<file path="src/rtl/utf_pkg.sv">
`default_nettype none
package utf_pkg;

  localparam logic [1:0] KIND_DATA = 2'd0;
  localparam logic [1:0] KIND_OK   = 2'd1;
  localparam logic [1:0] KIND_ERR  = 2'd2;

  localparam int QDepth = 4;
  localparam int QPtrW  = $clog2(QDepth);

  localparam logic [5:0] HIGH_TAG = 6'b110110;
  localparam logic [5:0] LOW_TAG  = 6'b110111;

  // Work for one request: up to four UTF-8 bytes, then an optional status.
  typedef struct packed {
    logic [3:0][7:0] bytes;
    logic [2:0]      n_data;
    logic            has_status;
    logic            status_err;
  } entry_t;

  typedef struct packed {
    logic full;
    logic empty;
  } q_ctrl_t;

endpackage
`default_nettype wire

</file>
<file path="src/rtl/utf_front.sv">
`default_nettype none
module utf_front (
  input  wire logic            clk,
  input  wire logic            rst,
  input  wire logic            s_tvalid,
  output logic                 s_tready,
  input  wire logic [15:0]     s_tdata,   // code_unit
  input  wire logic            s_tlast,   // last_unit
  input  wire logic            q_full,
  output logic                 q_push,
  output utf_pkg::entry_t      q_entry
);

  logic [9:0] pending_high;
  logic       have_pending;
  logic       stopped;
  logic       error_seen;

  logic [9:0] pending_high_next;
  logic       have_pending_next;
  logic       stopped_next;
  logic       error_seen_next;

  logic        accept;
  logic        is_high;
  logic        is_low;
  logic [15:0] u;
  logic [10:0] plane;
  logic [20:0] cp;

  assign s_tready = !q_full;
  assign accept   = s_tvalid && s_tready;
  assign u        = s_tdata;
  assign is_high  = u[15:10] == utf_pkg::HIGH_TAG;
  assign is_low   = u[15:10] == utf_pkg::LOW_TAG;
  // 0x10000 + (high << 10) + low bits, with the plane in the upper bits.
  assign plane    = {1'b0, pending_high} + 11'h040;
  assign cp       = {plane[10:0], u[9:0]};

  always_comb begin
    pending_high_next = pending_high;
    have_pending_next = have_pending;
    stopped_next      = stopped;
    error_seen_next   = error_seen;
    q_entry           = '0;

    if (!stopped) begin
      if (have_pending) begin
        have_pending_next = 1'b0;
        pending_high_next = '0;
        if (is_low) begin
          q_entry.n_data   = 3'd4;
          q_entry.bytes[0] = {5'b11110, cp[20:18]};
          q_entry.bytes[1] = {2'b10, cp[17:12]};
          q_entry.bytes[2] = {2'b10, cp[11:6]};
          q_entry.bytes[3] = {2'b10, cp[5:0]};
        end else begin
          error_seen_next = 1'b1;
          stopped_next    = 1'b1;
        end
      end else if (u == 16'd0) begin
        stopped_next = 1'b1;
      end else if (is_high) begin
        if (s_tlast) begin
          error_seen_next = 1'b1;
          stopped_next    = 1'b1;
        end else begin
          pending_high_next = u[9:0];
          have_pending_next = 1'b1;
        end
      end else if (is_low) begin
        error_seen_next = 1'b1;
        stopped_next    = 1'b1;
      end else if (u[15:7] == 9'd0) begin
        q_entry.n_data   = 3'd1;
        q_entry.bytes[0] = u[7:0];
      end else if (u[15:11] == 5'd0) begin
        q_entry.n_data   = 3'd2;
        q_entry.bytes[0] = {3'b110, u[10:6]};
        q_entry.bytes[1] = {2'b10, u[5:0]};
      end else begin
        q_entry.n_data   = 3'd3;
        q_entry.bytes[0] = {4'b1110, u[15:12]};
        q_entry.bytes[1] = {2'b10, u[11:6]};
        q_entry.bytes[2] = {2'b10, u[5:0]};
      end
    end

    q_entry.has_status = s_tlast;
    q_entry.status_err = error_seen_next;

    // The closing unit starts the next string from a clean state.
    if (s_tlast) begin
      pending_high_next = '0;
      have_pending_next = 1'b0;
      stopped_next      = 1'b0;
      error_seen_next   = 1'b0;
    end
  end

  // Units that produce no result are not queued.
  assign q_push = accept && (q_entry.has_status || (q_entry.n_data != 3'd0));

  always_ff @(posedge clk) begin
    if (rst) begin
      pending_high <= '0;
      have_pending <= 1'b0;
      stopped      <= 1'b0;
      error_seen   <= 1'b0;
    end else if (accept) begin
      pending_high <= pending_high_next;
      have_pending <= have_pending_next;
      stopped      <= stopped_next;
      error_seen   <= error_seen_next;
    end
  end

endmodule
`default_nettype wire

</file>
<file path="src/rtl/utf_queue.sv">
`default_nettype none
module utf_queue (
  input  wire logic            clk,
  input  wire logic            rst,
  input  wire logic            push,
  input  wire utf_pkg::entry_t wr_entry,
  input  wire logic            pop,
  output utf_pkg::entry_t      rd_entry,
  output utf_pkg::q_ctrl_t     ctrl
);

  utf_pkg::entry_t             slots [utf_pkg::QDepth];
  logic [utf_pkg::QPtrW-1:0]   wr_ptr;
  logic [utf_pkg::QPtrW-1:0]   rd_ptr;
  logic [utf_pkg::QPtrW:0]     count;
  logic                        do_push;
  logic                        do_pop;

  assign ctrl.full  = count == (utf_pkg::QPtrW + 1)'(utf_pkg::QDepth);
  assign ctrl.empty = count == '0;
  assign do_push    = push && !ctrl.full;
  assign do_pop     = pop && !ctrl.empty;
  assign rd_entry   = slots[rd_ptr];

  always_ff @(posedge clk) begin
    if (do_push) begin
      slots[wr_ptr] <= wr_entry;
    end
  end

  always_ff @(posedge clk) begin
    if (rst) begin
      wr_ptr <= '0;
      rd_ptr <= '0;
      count  <= '0;
    end else begin
      if (do_push) begin
        wr_ptr <= wr_ptr + 1'b1;
      end
      if (do_pop) begin
        rd_ptr <= rd_ptr + 1'b1;
      end
      if (do_push && !do_pop) begin
        count <= count + 1'b1;
      end else if (do_pop && !do_push) begin
        count <= count - 1'b1;
      end
    end
  end

endmodule
`default_nettype wire

</file>
<file path="src/rtl/utf_back.sv">
`default_nettype none
module utf_back (
  input  wire logic             clk,
  input  wire logic             rst,
  input  wire utf_pkg::entry_t  head,
  input  wire utf_pkg::q_ctrl_t q_ctrl,
  output logic                  q_pop,
  output logic                  m_tvalid,
  input  wire logic             m_tready,
  output logic [7:0]            m_tdata,  // out_byte
  output logic [1:0]            m_tuser,  // kind
  output logic                  m_tlast   // last_of_item
);

  utf_pkg::entry_t cur;
  logic            cur_valid;
  logic [2:0]      idx;

  logic       out_load;
  logic       adv;
  logic       fin;
  logic [2:0] total;
  logic       is_data;
  logic [7:0] elem_byte;
  logic [1:0] elem_kind;

  assign total    = cur.n_data + {2'b00, cur.has_status};
  assign out_load = !m_tvalid || m_tready;
  assign adv      = out_load && cur_valid;
  assign fin      = adv && (idx == total - 3'd1);
  assign q_pop    = !q_ctrl.empty && (!cur_valid || fin);
  assign is_data  = idx < cur.n_data;

  always_comb begin
    if (is_data) begin
      elem_byte = cur.bytes[idx[1:0]];
      elem_kind = utf_pkg::KIND_DATA;
    end else begin
      elem_byte = 8'd0;
      elem_kind = cur.status_err ? utf_pkg::KIND_ERR : utf_pkg::KIND_OK;
    end
  end

  always_ff @(posedge clk) begin
    if (q_pop) begin
      cur <= head;
    end
    if (out_load) begin
      m_tdata <= elem_byte;
      m_tuser <= elem_kind;
      m_tlast <= idx == total - 3'd1;
    end
  end

  always_ff @(posedge clk) begin
    if (rst) begin
      cur_valid <= 1'b0;
      idx       <= '0;
      m_tvalid  <= 1'b0;
    end else begin
      if (out_load) begin
        m_tvalid <= cur_valid;
      end
      if (q_pop) begin
        cur_valid <= 1'b1;
        idx       <= '0;
      end else if (fin) begin
        cur_valid <= 1'b0;
        idx       <= '0;
      end else if (adv) begin
        idx <= idx + 3'd1;
      end
    end
  end

endmodule
`default_nettype wire

</file>
<file path="src/rtl/utf16_to_utf8_transcoder.sv">
// UTF-16 to UTF-8 transcoder.
// Input stream (s_*): one UTF-16 code unit per request in s_tdata, s_tlast on
// the final unit of a string. Output stream (m_*): one UTF-8 byte per request
// in m_tdata with m_tuser = 0, and on the final unit a status request with
// m_tuser = 1 (ok) or 2 (error) and m_tdata = 0. m_tlast marks the last
// output request caused by one input unit.
// A unit is classified and encoded in the cycle it is accepted and queued;
// the serializer then loads it and registers each output once m_* is free.
// Throughput: one unit per cycle for ASCII text while m_tready is high; a unit
// producing N results holds the byte-wide output for N bytes, and a 4-entry
// queue between the encoder and the byte serializer absorbs short bursts.
// s_tready drops only while that queue is full, so a stalled receiver holds
// m_* steady and back-pressures the input once the queue fills.
// Reset clears the surrogate, stop and error state, empties the queue and
// drops m_tvalid. After an error status the receiver discards that string.
`default_nettype none
module utf16_to_utf8_transcoder (
  input  wire logic        clk,
  input  wire logic        rst,
  input  wire logic        s_tvalid,
  output logic             s_tready,
  input  wire logic [15:0] s_tdata,   // code_unit
  input  wire logic        s_tlast,   // last_unit
  output logic             m_tvalid,
  input  wire logic        m_tready,
  output logic [7:0]       m_tdata,   // out_byte
  output logic [1:0]       m_tuser,   // kind
  output logic             m_tlast    // last_of_item
);

  utf_pkg::entry_t  wr_entry;
  utf_pkg::entry_t  head;
  utf_pkg::q_ctrl_t q_ctrl;
  logic             push;
  logic             pop;

  utf_front u_front (
    .clk      (clk),
    .rst      (rst),
    .s_tvalid (s_tvalid),
    .s_tready (s_tready),
    .s_tdata  (s_tdata),
    .s_tlast  (s_tlast),
    .q_full   (q_ctrl.full),
    .q_push   (push),
    .q_entry  (wr_entry)
  );

  utf_queue u_queue (
    .clk      (clk),
    .rst      (rst),
    .push     (push),
    .wr_entry (wr_entry),
    .pop      (pop),
    .rd_entry (head),
    .ctrl     (q_ctrl)
  );

  utf_back u_back (
    .clk      (clk),
    .rst      (rst),
    .head     (head),
    .q_ctrl   (q_ctrl),
    .q_pop    (pop),
    .m_tvalid (m_tvalid),
    .m_tready (m_tready),
    .m_tdata  (m_tdata),
    .m_tuser  (m_tuser),
    .m_tlast  (m_tlast)
  );

endmodule
`default_nettype wire

</file>
<file path="config.mk">
export PLATFORM = sky130hd
export DESIGN_NAME = utf16_to_utf8_transcoder
export DESIGN_NICKNAME = d
export VERILOG_FILES = /design/src/rtl/utf_pkg.sv /design/src/rtl/utf_front.sv /design/src/rtl/utf_queue.sv /design/src/rtl/utf_back.sv /design/src/rtl/utf16_to_utf8_transcoder.sv
export SDC_FILE = /design/constraint.sdc
export NUM_CORES = 1
export LEC_CHECK = 0
export BUFFER_PORTS_ARGS = -buffer_cell sky130_fd_sc_hd__buf_2
export CAP_MARGIN = 10
export CORE_MARGIN = 4
export CORE_UTILIZATION = 65
export CTS_BUF_LIST = sky130_fd_sc_hd__clkbuf_2 sky130_fd_sc_hd__clkbuf_4 sky130_fd_sc_hd__clkbuf_8
export DETAILED_ROUTE_END_ITERATION = 7
export PLACE_DENSITY = 0.83
export SLEW_MARGIN = 20
export SYNTH_ARGS = -nofsm -noshare
export SYNTH_HDL_FRONTEND = slang
export SYNTH_SLANG_ARGS = --single-unit
</file>
<file path="constraint.sdc">
create_clock -name clk -period 6.8 [get_ports clk]
set_clock_uncertainty 0.15 [all_clocks]
set_input_delay 0 -clock clk [delete_from_list [all_inputs] [get_ports clk]]
set_output_delay 0 -clock clk [all_outputs]
set_load 0.1 [all_outputs]
</file>
==> results of run 1 <==
==> stage by stage <==
stage / cell area (um^2) / total power [mW] / cells / util, %
6_report: 9690 / 3.66 / 775 / 79.4
3_3_place_gp: 8580 / 2.58 / 675 / 70.2
3_5_place_dp: 8580 / 2.63 / 675 / 70.2
2_1_floorplan: 8240 / 2.41 / 489 / -
4_1_cts: 9690 / 3.68 / 775 / 79.3
5_1_grt: 9690 / 3.83 / 775 / 79.4
==> per-layer routing <==
metal  track usage, %  share of wire, %
met1             36.3                40
met2             39.5                49
met3             3.79               9.0
met4             6.30               2.1
met5                0                 0
==> worst max path at each step <==
stage / from / endpoint / slack (ns)
6_report: u_front.have_pending / u_front.pending_high[0] / 3.50
5_1_grt: u_front.have_pending / u_front.pending_high[0] / 3.30
4_1_cts: s_tdata[13] / u_queue.count[2] / 3.49
3_5_place_dp: s_tdata[11] / u_queue.count[2] / 3.47
3_3_place_gp: s_tdata[13] / u_queue.count[2] / 3.63
2_1_floorplan: u_back.m_tvalid / u_queue.count[2] / 3.94
==> Yosys cell counts, types with 2 or more instances <==
master / number
nand2b_1: 6
mux2i_1: 2
a22oi_1: 5
or2_2: 2
o211ai_1: 2
xor2_1: 5
mux4_2: 40
o21ai_0: 10
buf_1: 2
nand2_1: 25
or4_4: 2
nor3_1: 5
nand3b_1: 5
nor2_1: 27
buf_2: 4
dfxtp_1: 25
o21bai_1: 3
ha_1: 11
a21oi_1: 29
or3_1: 4
nand3_1: 11
nor4_4: 2
a31oi_1: 2
xnor2_1: 3
a22o_1: 10
inv_1: 14
and2_1: 12
a21o_1: 2
edfxtp_1: 176
nor2b_1: 9
clkbuf_1: 15
==> power by group through the flow <==
stage	combinational, mW	clock [mW]	sequential (mW)
2_1_floorplan	0.485	0	1.93
3_3_place_gp	0.868	0	1.71
4_1_cts	0.915	1.06	1.71
3_5_place_dp	0.897	0	1.73
5_1_grt	0.976	1.13	1.72
6_report	0.912	1.05	1.70
==> flip-flops by register name (all words and copies together), names as in the netlist, 2 cells and up <==
name                  cells
u_queue.count             3
u_back.idx                3
u_queue.rd_ptr            2
u_queue.slots           132
u_back.cur               33
u_front.pending_high     10
u_back.m_tuser            2
u_queue.wr_ptr            2
u_back.m_tdata            8
==> area by class of cell <==
| class | count | area [um^2] | area share [%] |
|---|---|---|---|
| flip-flops and latches | 201 | 5790 | 59.7 |
| multi-input cells | 253 | 2320 | 24.0 |
| repair buffers | 83 | 651 | 6.71 |
| clock buffers | 44 | 556 | 5.73 |
| well taps | 168 | 210 | 2.17 |
| clock inverters | 12 | 114 | 1.17 |
| inverters | 14 | 52.6 | 0.542 |
==> worst max-delay path, delay by kind of cell (launching register included) <==
family                 cells  cell delay, ns
and+or+nand+nor            3            1.31
DFF                        1            0.39
AOI/OAI and AO/OA          1            0.20
buffers and inverters      2            1.20
==> logic make-up after synthesis <==
family          synth area share (%)
flops                           70.2
simple gates                    8.09
compound gates                  5.62
mux                             11.4
buf+inv                         1.66
fa+ha+maj                       1.91
xor+xnor                        1.14
==> results.toml, run 1 <==
[run_status]
status = "complete, no violations"

[clocking]
cts_tree = "built"
holdBufCountCts = 44
clk_transition_reported_paths_ns = 0.07
root_buffer = "clkbuf_8"
cts_setup_buffers = 0
clock_latency_ns = 0.54
cts_buffers = 30
htreeDepth = 1
cts.sinks = 201
ctsResizeCount = 0
clockBufferDepth = 3

[synthesis]
syn_avg_cell_area_um2 = 16.8
ys_seq_area_share_pct = 70.2
yosys_warnings = 0
synth-async-reset-ratio_pct = 0
synth_cell_types = 50
synth_edf_count = 176
synth_flop_cell = "edfxtp_1"
synth_seq_cells = 201
synth.area.top_cells = "edfxtp_1, mux4_2, dfxtp_1"
yosysTopAreaCell = "edfxtp_1"
syn_inst = 489
syn_nets = 522
syn_area_mm2 = 0.00824
synth_top_area_share_pct = 64.1

[power_and_ir_drop]
cell_internal_pwr_mw = 2.53
net-switching-power_mw = 1.14
swShare_pct = 31.0
combPwrFrac_pct = 24.9
p_leak_nw = 3.37
power_density_mw_per_mm2 = 378
p_seq_share_pct = 46.5
ir_drop_uv = 246
power_frac_clock_pct = 28.6

[final_layout]
layout_commonest_cell = "edfxtp_1"
drive_above_1_share_pct = 24.4
syn2layout_area_growth_pct = 17.6
antennaDiodeCount = 0
n_fill_cell = 639
layout_common_cells = "edfxtp_1, dlygate4sd3_1, mux4_2, clkbuf_8, buf_2"
nNetsFinal = 616

[sta]
timing.fmax_ghz = 0.303
relSlewSlack_pct = 41.3
worstMarginPinSlew_ns = 0.874
grt_setup_unrepaired = "false"
setup_viol = 0
final.period_utilization_pct = 48.5
final-hold-violation-count = 0
fin_setup_tns_ns = 0
holdWs_ns = 0.0791
min_period_ns = 3.30
worst_slack_ns = 3.50
final_max_slew_viol_count = 0

[floorplan]
initial_core_util_pct = 67.5
io_pins = 34
fp-row-count = 40
core-area_mm2 = 0.0122
die-area_mm2 = 0.0145
die_h_um = 121
die_x_um = 121

[setup_path]
critPathLaunchType = "flop"
reg2regPathDepth = 6
required_ns = 7.14
critPathMaxStageDelay_ns = 0.75
r2r_end = "u_front.pending_high[0]"
worst-setup-path-type = "flop to flop"
cp.arrival_ns = 3.63
crit_slowest_cell = "nor4b_2"
path_cells = "nor2_1, nor4b_2, a22oi_1, dlygate4sd3_1, nor2_1, dlygate4sd3_1"
setup.worst_path.end_class = "flop"
worst-path-max-fanout = 9
reg2reg_from = "u_front.have_pending"
reg2reg_setup_slack_ns = 3.50

[routing]
drt_iter0_markers = 504
drtAntennaViolNets = 0
dr.pass1.iters = 5
routed_via_density = 6.23
wl_um = 17000
vias = 4826
wl_per_cell_um = 22.0
drc = 0

[place]
post-place-ws_ns = 3.47
finalWeightedCongestion = 0.928
dp_hpwl_um = 10600
port_buffers = 33

[worst_hold_path]
whs_endpoint = "u_queue.slots[2][7]"
hold_path.class = "input pin to flop"
hold_path_depth = 4
hp-start = "s_tdata[14]"

[global_route]
gr-total-overflow = 0
antenna_found_initial = 0
grt_pass1_vias = 4966
grt_pass1_wl_um = 27500
grt_max_degree = 36
grt_usage_pct = 24.6

[job]
cap_violations = 0
Power figures use the tool's default switching activity.
==> run 2, diff against run 1 <==
Settings changed: CORE_UTILIZATION 65 to 64, PLACE_DENSITY 0.83 to 0.82.
Clock period 6.8 ns to 3.05 ns, I/O delays scaled along.
==> results.toml, run 2 (synthesis gave the netlist of run 1 again) <==
[sta]
fin_setup_tns_ns = 0
worstMarginPinSlew_ns = 0.969
min_period_ns = 2.97
final_max_slew_viol_count = 0
timing.fmax_ghz = 0.337
holdWs_ns = 0.0499
setup_viol = 0
final.period_utilization_pct = 97.3
final-hold-violation-count = 0
relSlewSlack_pct = 34.8

[floorplan]
die_x_um = 121
initial_core_util_pct = 65.3
fp-row-count = 41
die-area_mm2 = 0.0148
die_h_um = 121
core-area_mm2 = 0.0126
io_pins = 34

[final_layout]
syn2layout_area_growth_pct = 17.9
largestRegisters = "u_queue.slots x132, u_back.cur x33, u_front.pending_high x10"
largest_reg_flops = 132
final_cell_area_mm2 = 0.00971
layout_common_cells = "edfxtp_1, dlygate4sd3_1, mux4_2, buf_2, clkbuf_8"
antennaDiodeCount = 0
largest_register = "u_queue.slots"
drive_above_1_share_pct = 25.1
layout_commonest_cell = "edfxtp_1"
nNetsFinal = 625

[clocking]
root_buffer = "clkbuf_8"
clk_transition_reported_paths_ns = 0.07
clockBufferDepth = 3
htreeDepth = 1
cts.sinks = 201
cts_tree = "built"
clock_latency_ns = 0.53
cts_buffers = 30

[power_and_ir_drop]
power_frac_clock_pct = 24.9
p_leak_nw = 3.38
p_seq_share_pct = 47.6
cell_internal_pwr_mw = 5.42
ir_drop_uv = 663
combPwrFrac_pct = 27.6
power_density_mw_per_mm2 = 818
net-switching-power_mw = 2.53
swShare_pct = 31.8
p_total_mw = 7.95

[setup_path]
path_cells = "inv_1, ha_1, ha_4, xnor2_2, o41ai_4, nand2_1, ha_2, inv_1, fa_1, xor2_1, or3_1, a21oi_2"
critPathMostFrequentCell = "inv_1"
cp.arrival_ns = 3.27
path_buf_inv = 2
worst-path-max-fanout = 2
critPathLaunchType = "flop"
worst-setup-path-type = "flop to flop"
setup.worst_path.end_class = "flop"
critPathMaxStageDelay_ns = 0.43
required_ns = 3.35
crit_slowest_cell = "fa_1"
cpLargestDelayFamily = "adder cells"

[job]
cap_violations = 0

[routing]
vias = 4863
wl_per_cell_um = 22.0
drtAntennaViolNets = 0
drc = 0
drt_iter0_markers = 463
routed_via_density = 6.19
dr.pass1.iters = 5
wl_um = 17300

[place]
port_buffers = 33
postPlaceCellArea_mm2 = 0.00867
finalWeightedCongestion = 0.919
dp_hpwl_um = 10600

[global_route]
grt_pass1_vias = 4998
gr-total-overflow = 0
antenna_found_initial = 0
grt_max_degree = 36
grt_usage_pct = 24.5
grt_pass1_wl_um = 27400

[run_status]
status = "complete, no violations"

[worst_hold_path]
hold_path.class = "input pin to flop"
run 2: changes by cell type in the layout (fill, tap and decap cells not counted), moves of 2 or more:
| cell | before | now |
|---|---|---|
| buf_4 | 6 | 15 |
| ha_1 | 11 | 9 |
| clkinv_1 | 2 | 8 |
| dlygate4sd3_1 | 44 | 42 |
| bufinv_16 | 2 | 0 |
| clkbuf_8 | 36 | 31 |
| buf_12 | 0 | 2 |
run 2: worst paths after layout:
kind                      start                  end  slack (ns)  depth (start not counted)
setup / recovery  u_back.cur[2]     u_queue.count[2]        0.08                         12
hold / removal      s_tdata[13]  u_queue.slots[3][6]        0.05                          3
setup reg to reg  u_back.cur[2]     u_queue.count[2]        0.08                         12
hold reg to reg   u_back.idx[2]        u_back.idx[2]        0.38                          2
run 2: worst register-to-register path: stages, from the launching register on:
cell and delay [ns]:
edfxtp_1 0.37, inv_1 0.10, ha_1 0.19, ha_4 0.21, xnor2_2 0.25, o41ai_4 0.13
nand2_1 0.12, ha_2 0.19, inv_1 0.06, fa_1 0.43, xor2_1 0.16, or3_1 0.36
a21oi_2 0.18
run 2: power groups by stage:
stage,combinational (mW),clock (mW),sequential (mW)
CTS,2.13,2.00,3.78
detailed placement,2.09,0,3.83
global route,2.34,2.16,3.82
global placement,2.02,0,3.78
floorplan,1.08,0,4.30
finish,2.19,1.98,3.78
run 2: final cells by class:
class                      count  area (um^2)
sequential                   201         5790
fill                         689         2910
multi-input combinational    253         2370
timing repair buffer          92          738
clock buffer                  39          487
tap                          172          215
clock inverter                14         60.1
inverter                      14         52.6
run 2: timing repair:
action / 4_1_cts / 5_1_grt
setup buffers: 0 / 3
gates resized for setup: 1 / 7
pin swaps: 0 / 4
hold endpoints to repair: 105 / 0
hold buffers: 42 / 0
endpoints found under the setup margin: 1 / 6
run 2: per-layer routing:
metal  track usage, %  part of all wire [%]  vias up
met5                0                     0        -
met4             7.49                   2.4        0
met3             3.54                   6.0       45
met2             41.3                    52      235
met1             33.7                    40     2450
li1                 -                     -     2133
run 2: through the flow:
stage | std cells | util (%) | worst slack, ns
CTS | 782 | 76.4 | 0.0548
detailed placement | 687 | 68.7 | -0.0234
global placement | 687 | 68.7 | 0.238
floorplan | 489 | - | 0.185
global route | 785 | 77.0 | -0.0185
finish | 785 | 77.0 | 0.0830
==> run 3, diff against run 2 <==
Settings changed: RECOVER_POWER set to 25.
==> results.toml, run 3 (synthesis gave the netlist of run 1 again) <==
[floorplan]
io_pins = 34
die_h_um = 121
die_x_um = 121
fp-row-count = 41
die-area_mm2 = 0.0148
initial_core_util_pct = 65.3
core-area_mm2 = 0.0126

[power_and_ir_drop]
power_density_mw_per_mm2 = 818
p_total_mw = 7.91
ir_drop_uv = 666
p_leak_nw = 3.32

[sta]
min_period_ns = 2.97
final_max_slew_viol_count = 0
fin_setup_tns_ns = 0
relSlewSlack_pct = 14.2
final.period_utilization_pct = 97.2
holdWs_ns = 0.0418
timing.fmax_ghz = 0.337
final-hold-violation-count = 0
worstMarginPinSlew_ns = 1.29
setup_viol = 0

[clocking]
clock_latency_ns = 0.53
cts_tree = "built"
cts_buffers = 30
clk_transition_reported_paths_ns = 0.07
clockBufferDepth = 3
cts.sinks = 201
htreeDepth = 1
root_buffer = "clkbuf_8"

[global_route]
grt_max_degree = 36
grt_usage_pct = 24.5
grt_pass1_wl_um = 27400
antenna_found_initial = 0
gr-total-overflow = 0
grt_pass1_vias = 4998

[worst_hold_path]
hold_path.class = "input pin to flop"

[final_layout]
largestRegisters = "u_queue.slots x132, u_back.cur x33, u_front.pending_high x10"
final_cell_area_mm2 = 0.00967
antennaDiodeCount = 0
syn2layout_area_growth_pct = 17.4
layout_commonest_cell = "edfxtp_1"
drive_above_1_share_pct = 22.3
layout_common_cells = "edfxtp_1, dlygate4sd3_1, mux4_2, clkbuf_8, a21oi_1"
largest_register = "u_queue.slots"
nNetsFinal = 625
final_util_pct = 76.6
largest_reg_flops = 132

[run_status]
status = "complete, no violations"

[routing]
drt_iter0_markers = 454
dr.pass1.iters = 5
drc = 0
routed_via_density = 6.22
wl_um = 17300
vias = 4879
drtAntennaViolNets = 0
wl_per_cell_um = 22.0

[setup_path]
worst-path-max-fanout = 2
worst-setup-path-type = "flop to flop"
required_ns = 3.35
critPathLaunchType = "flop"
setup.worst_path.end_class = "flop"
cp.arrival_ns = 3.27

[job]
cap_violations = 0

[place]
postPlaceCellArea_mm2 = 0.00867
finalWeightedCongestion = 0.919
port_buffers = 33
dp_hpwl_um = 10600
run 3: cell count changes in the layout (fill, tap and decap cells not counted), moves of 5 or more:
| cell | previous run | this run |
|---|---|---|
| and2_1 | 12 | 7 |
| clkbuf_1 | 0 | 15 |
| and2_0 | 0 | 5 |
| buf_2 | 33 | 19 |
run 3: layer usage:
| metal | vias to the layer above | global-route usage (%) | wire length, um |
|---|---|---|---|
| met5 | - | 0 | 0 |
| met4 | 0 | 7.49 | 420 |
| met3 | 44 | 3.54 | 1100 |
| met2 | 248 | 41.3 | 8920 |
| met1 | 2455 | 33.7 | 6810 |
| li1 | 2132 | - | - |
run 3: worst max-delay path, cell delays in order, from the launching register on:
cell	delay (ns)
edfxtp_1	0.37
inv_1	0.10
ha_1	0.19
ha_4	0.21
xnor2_2	0.25
o41ai_4	0.13
nand2_1	0.12
ha_2	0.19
inv_1	0.06
fa_1	0.43
xor2_1	0.16
or3_1	0.35
a21oi_2	0.18
run 3: power by group:
group          total (mW)  switching (mW)  internal [mW]
Combinational        2.16            1.42          0.738
Clock                1.98           0.941           1.03
Sequential           3.78           0.164           3.61
Total                7.91            2.53           5.39
run 3: through the flow:
| stage | instances | setup WS [ns] |
|---|---|---|
| 2_1_floorplan | 489 | 0.185 |
| 3_3_place_gp | 687 | 0.238 |
| 3_5_place_dp | 687 | -0.0234 |
| 4_1_cts | 782 | 0.0548 |
| 5_1_grt | 785 | -0.0185 |
| 6_report | 785 | 0.0843 |
run 3: final timing paths:
check	slack (ns)	end	start	cells past startpoint
setup / recovery	0.08	u_queue.count[2]	u_back.cur[2]	12
hold / removal	0.04	u_queue.slots[3][6]	s_tdata[13]	3
setup reg to reg	0.08	u_queue.count[2]	u_back.cur[2]	12
hold reg to reg	0.38	u_back.idx[2]	u_back.idx[2]	2
run 3: layout make-up:
class	count	area, um^2
clock buffers	39	487
clock inverters	14	60.1
fillers	703	2950
inverters	14	52.6
multi-input cells	253	2370
flip-flops and latches	201	5790
well taps	172	215
repair buffers	92	702
run 3: timing repair:
action                     CTS  global route
hold endpoints to repair   105             0
buffers inserted             0             3
setup endpoints to repair    1             6
pin swaps                    0             4
hold buffers                42             0
gates resized for setup      1             7
